$ cat config.mk
export PLATFORM = sky130hd
export DESIGN_NAME = zapped_audio_delta_decoder
export DESIGN_NICKNAME = d
export VERILOG_FILES = /design/src/rtl/core/zadd_pkg.sv /design/src/rtl/core/zadd_ctrl.sv /design/src/rtl/core/zadd_datapath.sv /design/src/rtl/core/zapped_audio_delta_decoder.sv
export VERILOG_INCLUDE_DIRS = /design/src /design/src/rtl/core
export SDC_FILE = /design/constraint.sdc
export NUM_CORES = 1
export LEC_CHECK = 0
export BUFFER_PORTS_ARGS = -buffer_cell sky130_fd_sc_hd__buf_4
export CAP_MARGIN = 10
export CORE_UTILIZATION = 45
export DETAILED_ROUTE_END_ITERATION = 6
export HOLD_SLACK_MARGIN = 0.06
export PLACE_DENSITY = 0.61
export SETUP_SLACK_MARGIN = 0.3
export SYNTH_ARGS = -nofsm -noshare
export SYNTH_HDL_FRONTEND = slang
export SYNTH_SLANG_ARGS = --single-unit
$ cat constraint.sdc
create_clock -name clk -period 4.1 [get_ports clk]
set_input_delay 0.41 -clock clk [delete_from_list [all_inputs] [get_ports clk]]
set_output_delay 0.41 -clock clk [all_outputs]
set_load 0.005 [all_outputs]
$ cat src/rtl/core/zapped_audio_delta_decoder_assert.svh
// ----------------------------------------------------------------------------
// Assertion macros for the zapped audio delta decoder
// Clocked assertion helpers; they compile away under SYNTHESIS.
// ----------------------------------------------------------------------------
`ifndef ZAPPED_AUDIO_DELTA_DECODER_ASSERT_SVH
`define ZAPPED_AUDIO_DELTA_DECODER_ASSERT_SVH

`ifndef SYNTHESIS

// property must hold on every clock edge outside reset
`define ZADD_ASSERT(lbl, clk_s, rst_s, prop, msg) \
    lbl: assert property (@(posedge clk_s) disable iff (!rst_s) prop) \
        else $error(msg);

// expression must never be true outside reset
`define ZADD_ASSERT_NEVER(lbl, clk_s, rst_s, expr, msg) \
    `ZADD_ASSERT(lbl, clk_s, rst_s, !(expr), msg)

`else

`define ZADD_ASSERT(lbl, clk_s, rst_s, prop, msg)
`define ZADD_ASSERT_NEVER(lbl, clk_s, rst_s, expr, msg)

`endif

`endif

$ cat src/rtl/core/zadd_pkg.sv
// ----------------------------------------------------------------------------
// zadd_pkg
// Types, codes and delta tables shared by the delta decoder modules.
// ----------------------------------------------------------------------------
package zadd_pkg;

    // controller states
    typedef enum logic [0:0] {
        ST_IDLE,
        ST_EMIT
    } state_t;

    // what the next source byte means
    typedef enum logic [1:0] {
        PH_CODE,
        PH_D2,
        PH_D4,
        PH_RAW
    } phase_t;

    // sample job loaded at word accept
    typedef enum logic [2:0] {
        JOB_DELTA5,
        JOB_RUN,
        JOB_D2,
        JOB_D4,
        JOB_RAW
    } job_t;

    // code byte modes (bits 7..6)
    localparam logic [1:0] MODE_D2   = 2'd0;
    localparam logic [1:0] MODE_D4   = 2'd1;
    localparam logic [1:0] MODE_MISC = 2'd2;
    localparam logic [1:0] MODE_RUN  = 2'd3;

    localparam logic [7:0]  PREV_INIT    = 8'h80;
    localparam logic [16:0] CONSUMED_MAX = 17'h1FFFF;

    typedef struct packed {
        logic accept;   // input word taken this cycle
        logic step;     // produce one sample this cycle
    } ctrl_cmd_t;

    typedef struct packed {
        logic go_emit;   // word on the input yields samples
        logic last_step; // current sample is the job's last
        logic out_free;  // output register can take a sample
    } dp_status_t;

    function automatic logic signed [4:0] tab2(input logic [1:0] code);
        logic signed [4:0] d;
        case (code)
            2'd0:    d = -5'sd2;
            2'd1:    d = -5'sd1;
            2'd2:    d = 5'sd0;
            2'd3:    d = 5'sd1;
            default: d = 5'sd0;
        endcase
        return d;
    endfunction

    function automatic logic signed [4:0] tab4(input logic [3:0] code);
        logic signed [4:0] d;
        case (code)
            4'd0:    d = -5'sd9;
            4'd1:    d = -5'sd8;
            4'd2:    d = -5'sd6;
            4'd3:    d = -5'sd5;
            4'd4:    d = -5'sd4;
            4'd5:    d = -5'sd3;
            4'd6:    d = -5'sd2;
            4'd7:    d = -5'sd1;
            4'd8:    d = 5'sd0;
            4'd9:    d = 5'sd1;
            4'd10:   d = 5'sd2;
            4'd11:   d = 5'sd3;
            4'd12:   d = 5'sd4;
            4'd13:   d = 5'sd5;
            4'd14:   d = 5'sd6;
            4'd15:   d = 5'sd8;
            default: d = 5'sd0;
        endcase
        return d;
    endfunction

    // add with clamp to 0..255
    function automatic logic [7:0] sat_add(input logic [7:0] v, input logic signed [4:0] d);
        logic signed [9:0] s;
        logic [7:0]        r;
        s = $signed({2'b00, v}) + 10'(d);
        if (s < 10'sd0) begin
            r = 8'd0;
        end
        else if (s > 10'sd255) begin
            r = 8'd255;
        end
        else begin
            r = s[7:0];
        end
        return r;
    endfunction

endpackage

$ cat src/rtl/core/zadd_ctrl.sv
// ----------------------------------------------------------------------------
// zadd_ctrl
// Sequencer: takes one word when idle, then steps out its samples.
// ----------------------------------------------------------------------------
module zadd_ctrl (
    input  logic                   clk,
    input  logic                   rst_n,
    input  logic                   s_tvalid,
    output logic                   s_tready,
    input  zadd_pkg::dp_status_t   status,
    output zadd_pkg::ctrl_cmd_t    cmd
);

`include "zapped_audio_delta_decoder_assert.svh"

    zadd_pkg::state_t state_reg;
    zadd_pkg::state_t state_next;

    always_ff @(posedge clk or negedge rst_n)
    begin
        if (!rst_n)
        begin
            state_reg <= zadd_pkg::ST_IDLE;
        end
        else
        begin
            state_reg <= state_next;
        end
    end

    // next state
    always_comb
    begin
        state_next = state_reg;
        case (state_reg)
            zadd_pkg::ST_IDLE:
            begin
                if (s_tvalid && status.go_emit)
                begin
                    state_next = zadd_pkg::ST_EMIT;
                end
            end
            zadd_pkg::ST_EMIT:
            begin
                if (status.out_free && status.last_step)
                begin
                    state_next = zadd_pkg::ST_IDLE;
                end
            end
            default:
            begin
                state_next = zadd_pkg::ST_IDLE;
            end
        endcase
    end

    // outputs
    always_comb
    begin
        s_tready   = 1'b0;
        cmd.accept = 1'b0;
        cmd.step   = 1'b0;
        case (state_reg)
            zadd_pkg::ST_IDLE:
            begin
                s_tready   = 1'b1;
                cmd.accept = s_tvalid;
            end
            zadd_pkg::ST_EMIT:
            begin
                cmd.step = status.out_free;
            end
            default:
            begin
                s_tready = 1'b0;
            end
        endcase
    end

    `ZADD_ASSERT(a_last_step_returns_idle, clk, rst_n, cmd.step && status.last_step |=> state_reg == zadd_pkg::ST_IDLE, "controller did not return to idle after last sample")
    `ZADD_ASSERT(a_no_accept_while_busy, clk, rst_n, cmd.accept && status.go_emit |=> !s_tready, "input taken while samples pending")

endmodule

$ cat src/rtl/core/zadd_datapath.sv
// ----------------------------------------------------------------------------
// zadd_datapath
// Decoder state, code decode, sample arithmetic and output register.
// ----------------------------------------------------------------------------
module zadd_datapath #(
    parameter int BUDGET_WIDTH = 16
) (
    input  logic                      clk,
    input  logic                      rst_n,
    input  zadd_pkg::ctrl_cmd_t       cmd,
    output zadd_pkg::dp_status_t      status,
    input  logic [7:0]                in_byte,
    input  logic                      in_frame_start,
    input  logic [BUDGET_WIDTH-1:0]   out_budget,
    input  logic                      m_tready,
    output logic                      m_tvalid,
    output logic [7:0]                m_sample,
    output logic                      m_last,
    output logic                      m_done,
    output logic [16:0]               m_consumed
);

`include "zapped_audio_delta_decoder_assert.svh"

    localparam int BW = BUDGET_WIDTH + 2;

    // decoder state
    zadd_pkg::phase_t        phase_reg,    phase_next;
    logic [6:0]              units_reg,    units_next;
    logic [7:0]              prev_reg,     prev_next;
    logic signed [BW-1:0]    budget_reg,   budget_next;
    logic [16:0]             consumed_reg, consumed_next;
    logic                    stopped_reg,  stopped_next;
    logic [5:0]              cnt_reg,      cnt_next;
    logic [1:0]              idx_reg,      idx_next;
    logic                    valid_reg,    valid_next;

    // job and output payload
    zadd_pkg::job_t          job_reg,      job_next;
    logic [7:0]              byte_reg,     byte_next;
    logic                    bound_reg,    bound_next;
    logic [7:0]              smp_reg,      smp_next;
    logic                    last_reg,     last_next;
    logic                    done_reg,     done_next;
    logic [16:0]             cons_reg,     cons_next;

    // accept-side decode
    zadd_pkg::phase_t        phase_eff;
    logic [6:0]              units_eff;
    logic [7:0]              prev_eff;
    logic signed [BW-1:0]    budget_eff;
    logic [16:0]             consumed_eff;
    logic [16:0]             consumed_inc;
    logic                    stopped_eff;
    logic [1:0]              mode;
    logic [5:0]              sub;
    logic [6:0]              units_dec;
    logic                    go_emit;

    // step-side arithmetic
    logic [7:0]              pair_shift;
    logic [3:0]              nib;
    logic [7:0]              smp;
    logic signed [BW-1:0]    budget_dec;
    logic                    spent;
    logic                    last_w;
    logic                    out_free;

    assign out_free = !valid_reg || m_tready;
    assign last_w   = (cnt_reg == '0);

    assign status.go_emit   = go_emit;
    assign status.last_step = last_w;
    assign status.out_free  = out_free;

    assign m_tvalid   = valid_reg;
    assign m_sample   = smp_reg;
    assign m_last     = last_reg;
    assign m_done     = done_reg;
    assign m_consumed = cons_reg;

    // frame start overrides
    always_comb
    begin
        phase_eff    = in_frame_start ? zadd_pkg::PH_CODE : phase_reg;
        units_eff    = in_frame_start ? 7'd0 : units_reg;
        prev_eff     = in_frame_start ? zadd_pkg::PREV_INIT : prev_reg;
        budget_eff   = in_frame_start ? $signed({2'b00, out_budget}) : budget_reg;
        consumed_eff = in_frame_start ? 17'd0 : consumed_reg;
        stopped_eff  = in_frame_start ? (out_budget == '0) : stopped_reg;
        consumed_inc = (consumed_eff == zadd_pkg::CONSUMED_MAX) ?
                       consumed_eff : consumed_eff + 17'd1;
        mode         = in_byte[7:6];
        sub          = in_byte[5:0];
        units_dec    = (units_eff != 7'd0) ? units_eff - 7'd1 : 7'd0;
    end

    // sample for the current step
    always_comb
    begin
        pair_shift = byte_reg >> {idx_reg, 1'b0};
        nib        = idx_reg[0] ? byte_reg[7:4] : byte_reg[3:0];
        case (job_reg)
            zadd_pkg::JOB_DELTA5:
                smp = prev_reg + {{3{byte_reg[4]}}, byte_reg[4:0]};
            zadd_pkg::JOB_RUN:
                smp = prev_reg;
            zadd_pkg::JOB_D2:
                smp = zadd_pkg::sat_add(prev_reg, zadd_pkg::tab2(pair_shift[1:0]));
            zadd_pkg::JOB_D4:
                smp = zadd_pkg::sat_add(prev_reg, zadd_pkg::tab4(nib));
            zadd_pkg::JOB_RAW:
                smp = byte_reg;
            default:
                smp = prev_reg;
        endcase
        budget_dec = budget_reg - BW'(1);
        spent      = budget_dec[BW-1] || (budget_dec == '0);
    end

    always_comb
    begin
        phase_next    = phase_reg;
        units_next    = units_reg;
        prev_next     = prev_reg;
        budget_next   = budget_reg;
        consumed_next = consumed_reg;
        stopped_next  = stopped_reg;
        cnt_next      = cnt_reg;
        idx_next      = idx_reg;
        job_next      = job_reg;
        byte_next     = byte_reg;
        bound_next    = bound_reg;
        smp_next      = smp_reg;
        last_next     = last_reg;
        done_next     = done_reg;
        cons_next     = cons_reg;
        go_emit       = 1'b0;

        if (m_tready)
        begin
            valid_next = 1'b0;
        end
        else
        begin
            valid_next = valid_reg;
        end

        if (cmd.accept)
        begin
            phase_next    = phase_eff;
            units_next    = units_eff;
            prev_next     = prev_eff;
            budget_next   = budget_eff;
            consumed_next = consumed_eff;
            stopped_next  = stopped_eff;
            byte_next     = in_byte;
            idx_next      = 2'd0;
            bound_next    = 1'b1;
            if (!stopped_eff)
            begin
                consumed_next = consumed_inc;
                case (phase_eff)
                    zadd_pkg::PH_CODE:
                    begin
                        case (mode)
                            zadd_pkg::MODE_RUN:
                            begin
                                go_emit  = 1'b1;
                                job_next = zadd_pkg::JOB_RUN;
                                cnt_next = sub;
                            end
                            zadd_pkg::MODE_MISC:
                            begin
                                if (sub[5])
                                begin
                                    go_emit  = 1'b1;
                                    job_next = zadd_pkg::JOB_DELTA5;
                                    cnt_next = 6'd0;
                                end
                                else
                                begin
                                    phase_next = zadd_pkg::PH_RAW;
                                    units_next = {1'b0, sub} + 7'd1;
                                end
                            end
                            zadd_pkg::MODE_D4:
                            begin
                                phase_next = zadd_pkg::PH_D4;
                                units_next = {1'b0, sub} + 7'd1;
                            end
                            zadd_pkg::MODE_D2:
                            begin
                                phase_next = zadd_pkg::PH_D2;
                                units_next = {1'b0, sub} + 7'd1;
                            end
                            default:
                            begin
                                phase_next = zadd_pkg::PH_CODE;
                            end
                        endcase
                    end
                    zadd_pkg::PH_D2, zadd_pkg::PH_D4, zadd_pkg::PH_RAW:
                    begin
                        go_emit    = 1'b1;
                        units_next = units_dec;
                        bound_next = (units_dec == 7'd0);
                        if (units_dec == 7'd0)
                        begin
                            phase_next = zadd_pkg::PH_CODE;
                        end
                        case (phase_eff)
                            zadd_pkg::PH_D2:
                            begin
                                job_next = zadd_pkg::JOB_D2;
                                cnt_next = 6'd3;
                            end
                            zadd_pkg::PH_D4:
                            begin
                                job_next = zadd_pkg::JOB_D4;
                                cnt_next = 6'd1;
                            end
                            default:
                            begin
                                job_next = zadd_pkg::JOB_RAW;
                                cnt_next = 6'd0;
                            end
                        endcase
                    end
                    default:
                    begin
                        phase_next = zadd_pkg::PH_CODE;
                    end
                endcase
            end
        end

        if (cmd.step)
        begin
            prev_next   = smp;
            budget_next = budget_dec;
            cnt_next    = cnt_reg - 6'd1;
            idx_next    = idx_reg + 2'd1;
            valid_next  = 1'b1;
            smp_next    = smp;
            cons_next   = consumed_reg;
            last_next   = last_w;
            done_next   = last_w && bound_reg && spent;
            if (last_w && bound_reg && spent)
            begin
                stopped_next = 1'b1;
            end
        end
    end

    always_ff @(posedge clk or negedge rst_n)
    begin
        if (!rst_n)
        begin
            phase_reg    <= zadd_pkg::PH_CODE;
            units_reg    <= 7'd0;
            prev_reg     <= zadd_pkg::PREV_INIT;
            budget_reg   <= '0;
            consumed_reg <= 17'd0;
            stopped_reg  <= 1'b1;
            cnt_reg      <= 6'd0;
            idx_reg      <= 2'd0;
            valid_reg    <= 1'b0;
        end
        else
        begin
            phase_reg    <= phase_next;
            units_reg    <= units_next;
            prev_reg     <= prev_next;
            budget_reg   <= budget_next;
            consumed_reg <= consumed_next;
            stopped_reg  <= stopped_next;
            cnt_reg      <= cnt_next;
            idx_reg      <= idx_next;
            valid_reg    <= valid_next;
        end
    end

    always_ff @(posedge clk)
    begin
        job_reg   <= job_next;
        byte_reg  <= byte_next;
        bound_reg <= bound_next;
        smp_reg   <= smp_next;
        last_reg  <= last_next;
        done_reg  <= done_next;
        cons_reg  <= cons_next;
    end

    `ZADD_ASSERT_NEVER(a_done_only_on_last, clk, rst_n, valid_reg && done_reg && !last_reg, "frame_done on a sample that is not the last of its byte")
    `ZADD_ASSERT(a_stop_source, clk, rst_n, $rose(stopped_reg) |-> $past(cmd.accept) || $past(cmd.step && last_w), "decoder stopped outside accept or final step")

endmodule

$ cat src/rtl/core/zapped_audio_delta_decoder.sv
// ----------------------------------------------------------------------------
// zapped_audio_delta_decoder
// Streaming SND1-style ADPCM decoder: compressed bytes in, 8-bit samples out.
// ----------------------------------------------------------------------------
// One byte is taken per word when the decoder is idle; the word is decoded in
// the accept cycle and its samples then leave one per cycle, while the master
// takes them, through a single output register; the next byte is not taken
// until its last sample is in that register. A byte that yields no sample (a
// code that arms a data phase, or any byte while stopped) gives no output. A
// 2-bit delta byte yields 4 samples, a 4-bit delta byte 2, a raw sample or a
// 5-bit delta code 1, and a run code sub + 1 (up to 64). Back pressure on the
// master side stalls the steps. Each frame begins with s_tuser high on its
// first byte, which reloads the budget from the last configuration write,
// presets the previous sample to 128 and clears the byte count. Once the
// budget is spent at a command boundary, the last sample carries tuser high
// and later bytes are swallowed without output until the next frame start.
// A frame start with zero budget is swallowed too. Write cfg_data only while
// the decoder is idle; cfg_ready is always high.
// ----------------------------------------------------------------------------
module zapped_audio_delta_decoder #(
    parameter int BUDGET_WIDTH = 16
) (
    input  logic                    clk,
    input  logic                    rst_n,
    // compressed byte stream
    input  logic                    s_tvalid,
    output logic                    s_tready,
    input  logic [7:0]              s_tdata,   // [7:0] in_byte
    input  logic                    s_tuser,   // [0] frame_start
    // sample stream
    output logic                    m_tvalid,
    input  logic                    m_tready,
    output logic [31:0]             m_tdata,   // [7:0] sample, [24:8] bytes_consumed
    output logic                    m_tlast,   // last sample from this source byte
    output logic                    m_tuser,   // [0] frame_done
    // budget register write
    input  logic                    cfg_valid,
    output logic                    cfg_ready,
    input  logic [BUDGET_WIDTH-1:0] cfg_data
);

    logic [BUDGET_WIDTH-1:0] budget_cfg_reg;
    logic [BUDGET_WIDTH-1:0] budget_cfg_next;

    zadd_pkg::ctrl_cmd_t  cmd;
    zadd_pkg::dp_status_t status;

    logic [7:0]  sample;
    logic [16:0] consumed;

    // budget register, always writable
    assign cfg_ready       = 1'b1;
    assign budget_cfg_next = (cfg_valid && cfg_ready) ? cfg_data : budget_cfg_reg;

    always_ff @(posedge clk or negedge rst_n)
    begin
        if (!rst_n)
        begin
            budget_cfg_reg <= '0;
        end
        else
        begin
            budget_cfg_reg <= budget_cfg_next;
        end
    end

    // sequencer
    zadd_ctrl u_ctrl (
        .clk      (clk),
        .rst_n    (rst_n),
        .s_tvalid (s_tvalid),
        .s_tready (s_tready),
        .status   (status),
        .cmd      (cmd)
    );

    // decode state, arithmetic and output register
    zadd_datapath #(
        .BUDGET_WIDTH (BUDGET_WIDTH)
    ) u_datapath (
        .clk            (clk),
        .rst_n          (rst_n),
        .cmd            (cmd),
        .status         (status),
        .in_byte        (s_tdata),
        .in_frame_start (s_tuser),
        .out_budget     (budget_cfg_reg),
        .m_tready       (m_tready),
        .m_tvalid       (m_tvalid),
        .m_sample       (sample),
        .m_last         (m_tlast),
        .m_done         (m_tuser),
        .m_consumed     (consumed)
    );

    // pack: sample low, byte count above, zero pad to 32 bits
    assign m_tdata = {7'd0, consumed, sample};

endmodule
Word-level counts from Yosys, hierarchy flattened
Memory sizes are Yosys's and may differ from the RTL's.
Index checks and enable logic that the tools add are counted.
Widths: inputs -> output; s select.
Word-level totals
  bits in registers: 118
  latch bits: 0
  memory bits (writable): 0
  bits in read-only memories: 80
  input bits: 30
  output and inout bits: 37
  word-level logic and storage cells: 139
  memories kept: 1
Memories
  (no name shown): words 16, bits a word 5, rd ports 1, clocked after Yosys merged registers in 0, wr ports 0, RTL line zadd_pkg.sv:64  | case (code)
Operators by class
  add/sub/neg operators: 9
  $mul: 0
  divide/modulo/power cells: 0
  magnitude comparators: 4
  equality and inequality tests: 18
  shift-type cells: 1
  muxes and demuxes: 60
  bitwise logic cells: 3
  reduce and logical (&&, ||, !) cells: 25
Operators by type and width (number)
  $mux 8: 7
  $mux 18: 3
  $mux 17: 3
  $pmux 8 s4: 1
  $mux 7: 4
  $pmux 7 s2: 2
  $mux 6: 4
  $pmux 6 s2: 2
  $add 9x5->10: 2
  $gt 10x9->1 const B: 2
  $lt 10x1->1 const B: 2
  $pmux 5 s4: 1
  $logic_not 18->1: 1
  $pmux 3 s2: 3
  $sub 18x2->18 const B: 1
  $add 17x1->17 const B: 1
  $eq 17x17->1 const B: 1
  $logic_not 16->1: 1
  $mux 1: 14
  $eq 2x2->1 const B: 6
  $mux 2: 6
  $mux 5: 2
  $add 8x8->8: 1
  $ne 4x4->1 const B: 2
  29 further kinds: 48

Longest topological paths before layout
  word-level depth: 10
  depth in mapped cells: 15
  depth with buffers taken out: 14

Modules after synthesis
Synthesis repeated with hierarchy kept, for this count alone.
Second synthesis, totals
  cells, all modules: 802
  area, all modules: 7687.4 µm²
Modules (own cells, without submodules)
  zadd_datapath: instances 1, cells each 752, area each 6914.1 µm², sequential area each 2725.1 µm²
  zapped_audio_delta_decoder: instances 1, cells each 44, area each 716.9 µm², sequential area each 400.4 µm²
  zadd_ctrl: instances 1, cells each 6, area each 56.3 µm², sequential area each 25.0 µm²

Worst setup path after synthesis
Ideal clock, no wire load.
  path type: register to register
  from: register u_datapath.idx_reg[0]
  to: register u_datapath.prev_reg[5]
  setup time: 0.065 ns
  data arrival time: 3.663 ns
  data required time: 4.035 ns
  setup slack: 0.372 ns
  cell stages (with the launch flop): 16
  buffers on the path: 1
  clock period less this slack: 3.728 ns
  cells stage by stage: dfrtp_1 > clkbuf_1 > mux2i_1 > inv_1 > ha_1 > o21ai_0 > o21ai_0 > ha_1 > fa_1 > a211oi_1 > o21ai_0 > a211o_1 > mux2i_1 > o21ai_0 > o311ai_0 > o221a_2
Between the ends
  word-level cells in the longest chain between the ends: 10
  elaborated cells on any way between the ends: 22
  classes of those cells: 2 x add/sub; 4 x order compare; 3 x eq/ne; 1 x shift; 10 x mux; 1 x reduce/logical; 1 x memory
RTL lines
  start: declaration: RTL line zadd_datapath.sv:35  | logic [1:0] idx_reg, idx_next;
  start signal: assignment: RTL line zadd_datapath.sv:279  | idx_reg <= idx_next;
  $shr 8x3->2: RTL line zadd_datapath.sv:101  | pair_shift = byte_reg >> {idx_reg, 1'b0};
  $eq 2x2->1 (tied with other cells): RTL line zadd_pkg.sv:52  | case (code)
  $pmux 5 s4: RTL line zadd_pkg.sv:52
  $mux 5: RTL line zadd_datapath.sv:103  | case (job_reg)
  $add 9x5->10: RTL line zadd_pkg.sv:90  | s = $signed({2'b00, v}) + 10'(d);
  $gt 10x9->1: RTL line zadd_pkg.sv:94  | else if (s > 10'sd255) begin
  $mux 8: RTL line zadd_pkg.sv:94
  $mux 8: RTL line zadd_pkg.sv:91  | if (s < 10'sd0) begin
  $pmux 8 s4 (*): RTL line zadd_datapath.sv:103
  $mux 8 (*): RTL line zadd_datapath.sv:238  | if (cmd.step)
  end signal: assignment: RTL line zadd_datapath.sv:262  | prev_reg <= zadd_pkg::PREV_INIT;
  end signal: assignment: RTL line zadd_datapath.sv:274  | prev_reg <= prev_next;
  end: declaration: RTL line zadd_datapath.sv:30  | logic [7:0] prev_reg, prev_next;
Mark *: on every way between the ends. The rest lies on a longest branch, timed or not. The select of a mux whose other input is x is not followed.
A chain may end at the register's enable or synchronous reset.

Worst setup path in the final report
  from: register u_datapath.idx_reg[0]
  to: register u_datapath.prev_reg[2]
The elaborated chain is that of the path after synthesis.

==> Flow_metrics.wiki <==
{| class="wikitable"
! Metric !! Value
|-
| Final worst path period need || 3.584 ns
|-
| Synth Instances || 796
|-
| Worst Path Required || 4.40 ns
|-
| Post-synth EDFFs || 39
|-
| Cell chain of the critical path || mux2i_1 > buf_4 > ha_1 > nand2_1 > o211ai_1 > o21ai_0 > ha_1 > fa_1 > a211oi_2 > o21ai_0 > nand3_1 > mux2i_1 > buf_4 > o21ai_0 > o311ai_1 > o221a_2
|-
| Number of clock buffers inserted by TritonCTS || 17
|-
| Reg-to-reg startpoint || u_datapath.idx_reg[0]
|-
| Reg2Reg Depth || 16
|-
| Root buffer cell || sky130_fd_sc_hd__clkbuf_16
|-
| Wire length of the first global-routing pass || 32130 um
|-
| Static leakage || 3.641 nW
|-
| Maximum fanout along the worst path || 8
|-
| Crit Path Class || reg -> reg
|-
| Count of endpoints failing setup in the final report || 0
|-
| Worst Tran Pin Value || 1.035 ns
|-
| Max-slew violation count || 0
|-
| Via count normalized by instance count || 6.049
|-
| Critical path data arrival time || 3.88 ns
|-
| Number of hold-repair buffers added at the cts stage || 0
|-
| Number of flip-flops in the largest register || 18
|-
| Max-cap viol count || 0
|-
| Outcome || finished clean
|-
| Rel. slew slack || 31.03%
|-
| Bufs and invs on worst path || 2
|-
| Die outline width || 131.9 um
|-
| Combined global-route utilization of all metal layers || 23.41%
|-
| R2r setup slk || 0.52 ns
|-
| Wire length after detailed routing || 19750 um
|-
| Period Utilization, post-route || 87.41%
|-
| Syn-to-layout area delta || 17.75%
|-
| Drc violations || 0
|-
| Area after detailed placement || 8232 um^2
|-
| Most frequent CP cell || sky130_fd_sc_hd__o21ai_0
|-
| Number of global-route vias before repair || 6296
|-
| Vertical die dimension || 131.9 um
|-
| CTS H-tree depth || 4
|-
| Iteration count of the initial detailed-routing pass || 7
|-
| Area of the mapped netlist || 7597 um^2
|-
| Finished layout cell area || 8946 um^2
|-
| Cell Count Post-Placement || 1051
|-
| Violation count after the first detailed-routing iteration || 486
|-
| Final hold violations || 0
|-
| Final weighted congestion of routability-driven global placement || 0.9030
|-
| Clock tree from TritonCTS || built
|-
| Sum of overflow across all layers after global routing || 0
|-
| Power density normalized to cell area || 773.3 nW/um^2
|-
| Mapped Avg Cell Area || 9.544 um^2
|-
| Worst vdd rail ir drop || 0.0004368 V
|-
| Buffers on Ports || 58
|-
| Detailed-placement wirelength estimate || 14190 um
|-
| Layout Nets || 936
|-
| Worst Setup Start Kind || flip-flop
|-
| Cell with the largest stage delay on the worst path || sky130_fd_sc_hd__dfrtp_2
|-
| Register clock-pin slew on the reported worst setup and hold paths || 0.05 ns
|-
| RSZ-0062 raised after global routing || false
|-
| Syn. warnings || 0
|-
| Number of clock sinks || 118
|-
| Dominant delay contributor by cell family on the critical path || compound AO/OA/AOI/OAI gates
|-
| Full die area || 17410 um^2
|-
| Rows || 47
|-
| Min-delay worst type || in -> async
|-
| Starting density of the core || 45.98%
|-
| Average wire per cell in the routed design || 18.09 um
|-
| Element type at the critical path end || flip-flop
|-
| Worst setup skew after layout || 0.008269 ns
|-
| RR Endpoint || u_datapath.prev_reg[2]
|-
| Largest net degree at the start of global routing || 80
|-
| Final antenna diode count || 0
|-
| Number of antenna violations at the first check in global routing || 0
|-
| Asr flop ratio synth || 66.95%
|-
| Worst-skew pair later-pin latency || 0.42 ns
|-
| Sequential element share of the synthesized area || 41.47%
|-
| Share of layout cells above drive strength 1 || 17.43%
|-
| Post-route insts no fill || 1092
|-
| Max Buffers Root-to-Sink || 2
|-
| Top Ports || 67
|-
| Netlist cell types || 72
|-
| Final antenna-violating net count || 0
|-
| Total design power || 6.918 mW
|-
| Critical path's largest stage delay || 0.48 ns
|-
| Commonest register cell after synthesis || sky130_fd_sc_hd__dfrtp_1
|-
| Flops & latches, synth || 118
|-
| Fmax || 279.0 MHz
|-
| Post-layout util || 54.14%
|-
| Sum of negative setup slack || 0 ns
|-
| Core region area || 16520 um^2
|-
| Total number of vias || 6606
|}
## area by class of cell
type	instances	area (um^2)
clock buffers	23	457.9
multi-input cells	612	4218
well taps	220	275.3
repair buffers	80	598.1
flip-flops and latches	118	3152
inverters	30	117.6
clock inverters	9	127.6
fillers	1434	7579
## worst max-delay path by stage
| stage | depth (start not counted) | slack (ns) | from | endpoint |
|---|---|---|---|---|
| finish | 16 | 0.52 | u_datapath.idx_reg[0] | u_datapath.prev_reg[2] |
| global route | 13 | 0.30 | u_datapath.idx_reg[0] | u_datapath.m_sample[7] |
| CTS | 14 | 0.31 | u_datapath.idx_reg[0] | u_datapath.prev_reg[2] |
| detailed placement | 14 | 0.23 | u_datapath.idx_reg[0] | u_datapath.prev_reg[5] |
| global placement | 14 | 0.33 | u_datapath.idx_reg[0] | u_datapath.prev_reg[5] |
| floorplan | 15 | 0.37 | u_datapath.idx_reg[0] | u_datapath.prev_reg[5] |
## metal layers
metal  routed length (um)  track usage, %  up-vias  share of wire [%]
li1                     -               -     3113                  -
met4                  538           10.53        0                2.7
met1                 9121           31.83     3223                 46
met3                 1016           5.075       43                5.1
met2                 9073           35.83      227                 46
met5                    0               0        -                  0
## cell usage in the layout, fill, tap and decap left out, types with 8 or more instances in the layout
cell type | netlist | layout
sky130_fd_sc_hd__xor2_1 | 15 | 15
sky130_fd_sc_hd__nand4_1 | 10 | 10
sky130_fd_sc_hd__clkbuf_16 | 0 | 17
sky130_fd_sc_hd__nor4_1 | 9 | 8
sky130_fd_sc_hd__nand2b_1 | 11 | 11
sky130_fd_sc_hd__nor2_1 | 38 | 38
sky130_fd_sc_hd__dfrtp_1 | 77 | 76
sky130_fd_sc_hd__a21o_1 | 10 | 10
sky130_fd_sc_hd__a21oi_1 | 56 | 55
sky130_fd_sc_hd__o21ai_0 | 74 | 73
sky130_fd_sc_hd__o21a_1 | 9 | 9
sky130_fd_sc_hd__conb_1 | 2 | 8
sky130_fd_sc_hd__nand2_1 | 74 | 74
sky130_fd_sc_hd__inv_1 | 27 | 27
sky130_fd_sc_hd__edfxtp_1 | 39 | 39
sky130_fd_sc_hd__nand3_1 | 37 | 37
sky130_fd_sc_hd__o211ai_1 | 11 | 11
sky130_fd_sc_hd__buf_4 | 8 | 79
sky130_fd_sc_hd__nor3_1 | 22 | 22
sky130_fd_sc_hd__mux2_2 | 17 | 17
sky130_fd_sc_hd__nor2b_1 | 8 | 8
sky130_fd_sc_hd__xnor2_1 | 29 | 28
sky130_fd_sc_hd__ha_1 | 44 | 44
## through the flow
step | hold WS, ns | worst slack [ns]
2_1_floorplan | 0.1144 | 0.3715
3_3_place_gp | 0.4664 | 0.3325
3_5_place_dp | 0.4648 | 0.2328
4_1_cts | 0.2090 | 0.3076
5_1_grt | 0.2160 | 0.2970
6_report | 0.1850 | 0.5163
## cell usage after synthesis, drive strengths merged (9+ instances only)
cell type  count  area share [%]
mux2          17             2.5
o211ai        11             1.1
o21ai         74             4.9
xor2          15             1.7
inv           27             1.3
o21a           9            0.89
buf           13             1.2
xnor2         30             3.6
nor2          38             1.9
dfrtp         77              25
a21oi         57             3.8
nand2b        11            0.91
edfxtp        39              15
nor4           9            0.74
ha            44             7.2
nand3         37             2.4
clkbuf        29             1.4
a21o          10            0.99
nor3          22             1.4
nand2         74             3.7
nand4         10            0.82
## what timing repair did
action	in CTS	in global routing
setup buffers	0	9
resized for setup	3	14
setup endpoints to repair	8	16
## cell families (layout without fill, tap and decap cells)
logic type      after synthesis  in the layout  synth area share (%)
fa+ha+maj                    47             47                 8.037
simple gates                243            243                 15.93
flops                       118            118                 41.47
compound gates              243            243                 21.08
buf+inv                      72            142                 4.068
mux                          26             26                 4.035
other cells                   2              8               0.09885
xor+xnor                     45             45                 5.287
## where the power goes
group	total (mW)	switching (mW)	leakage (nW)	internal, mW
registers	2.08	0.442	1.34	1.63
logic	3.36	1.89	2.02	1.47
clock network	1.48	0.513	0.277	0.967
total	6.92	2.85	3.64	4.07
Note: power is estimated with default switching activity, not from simulation.
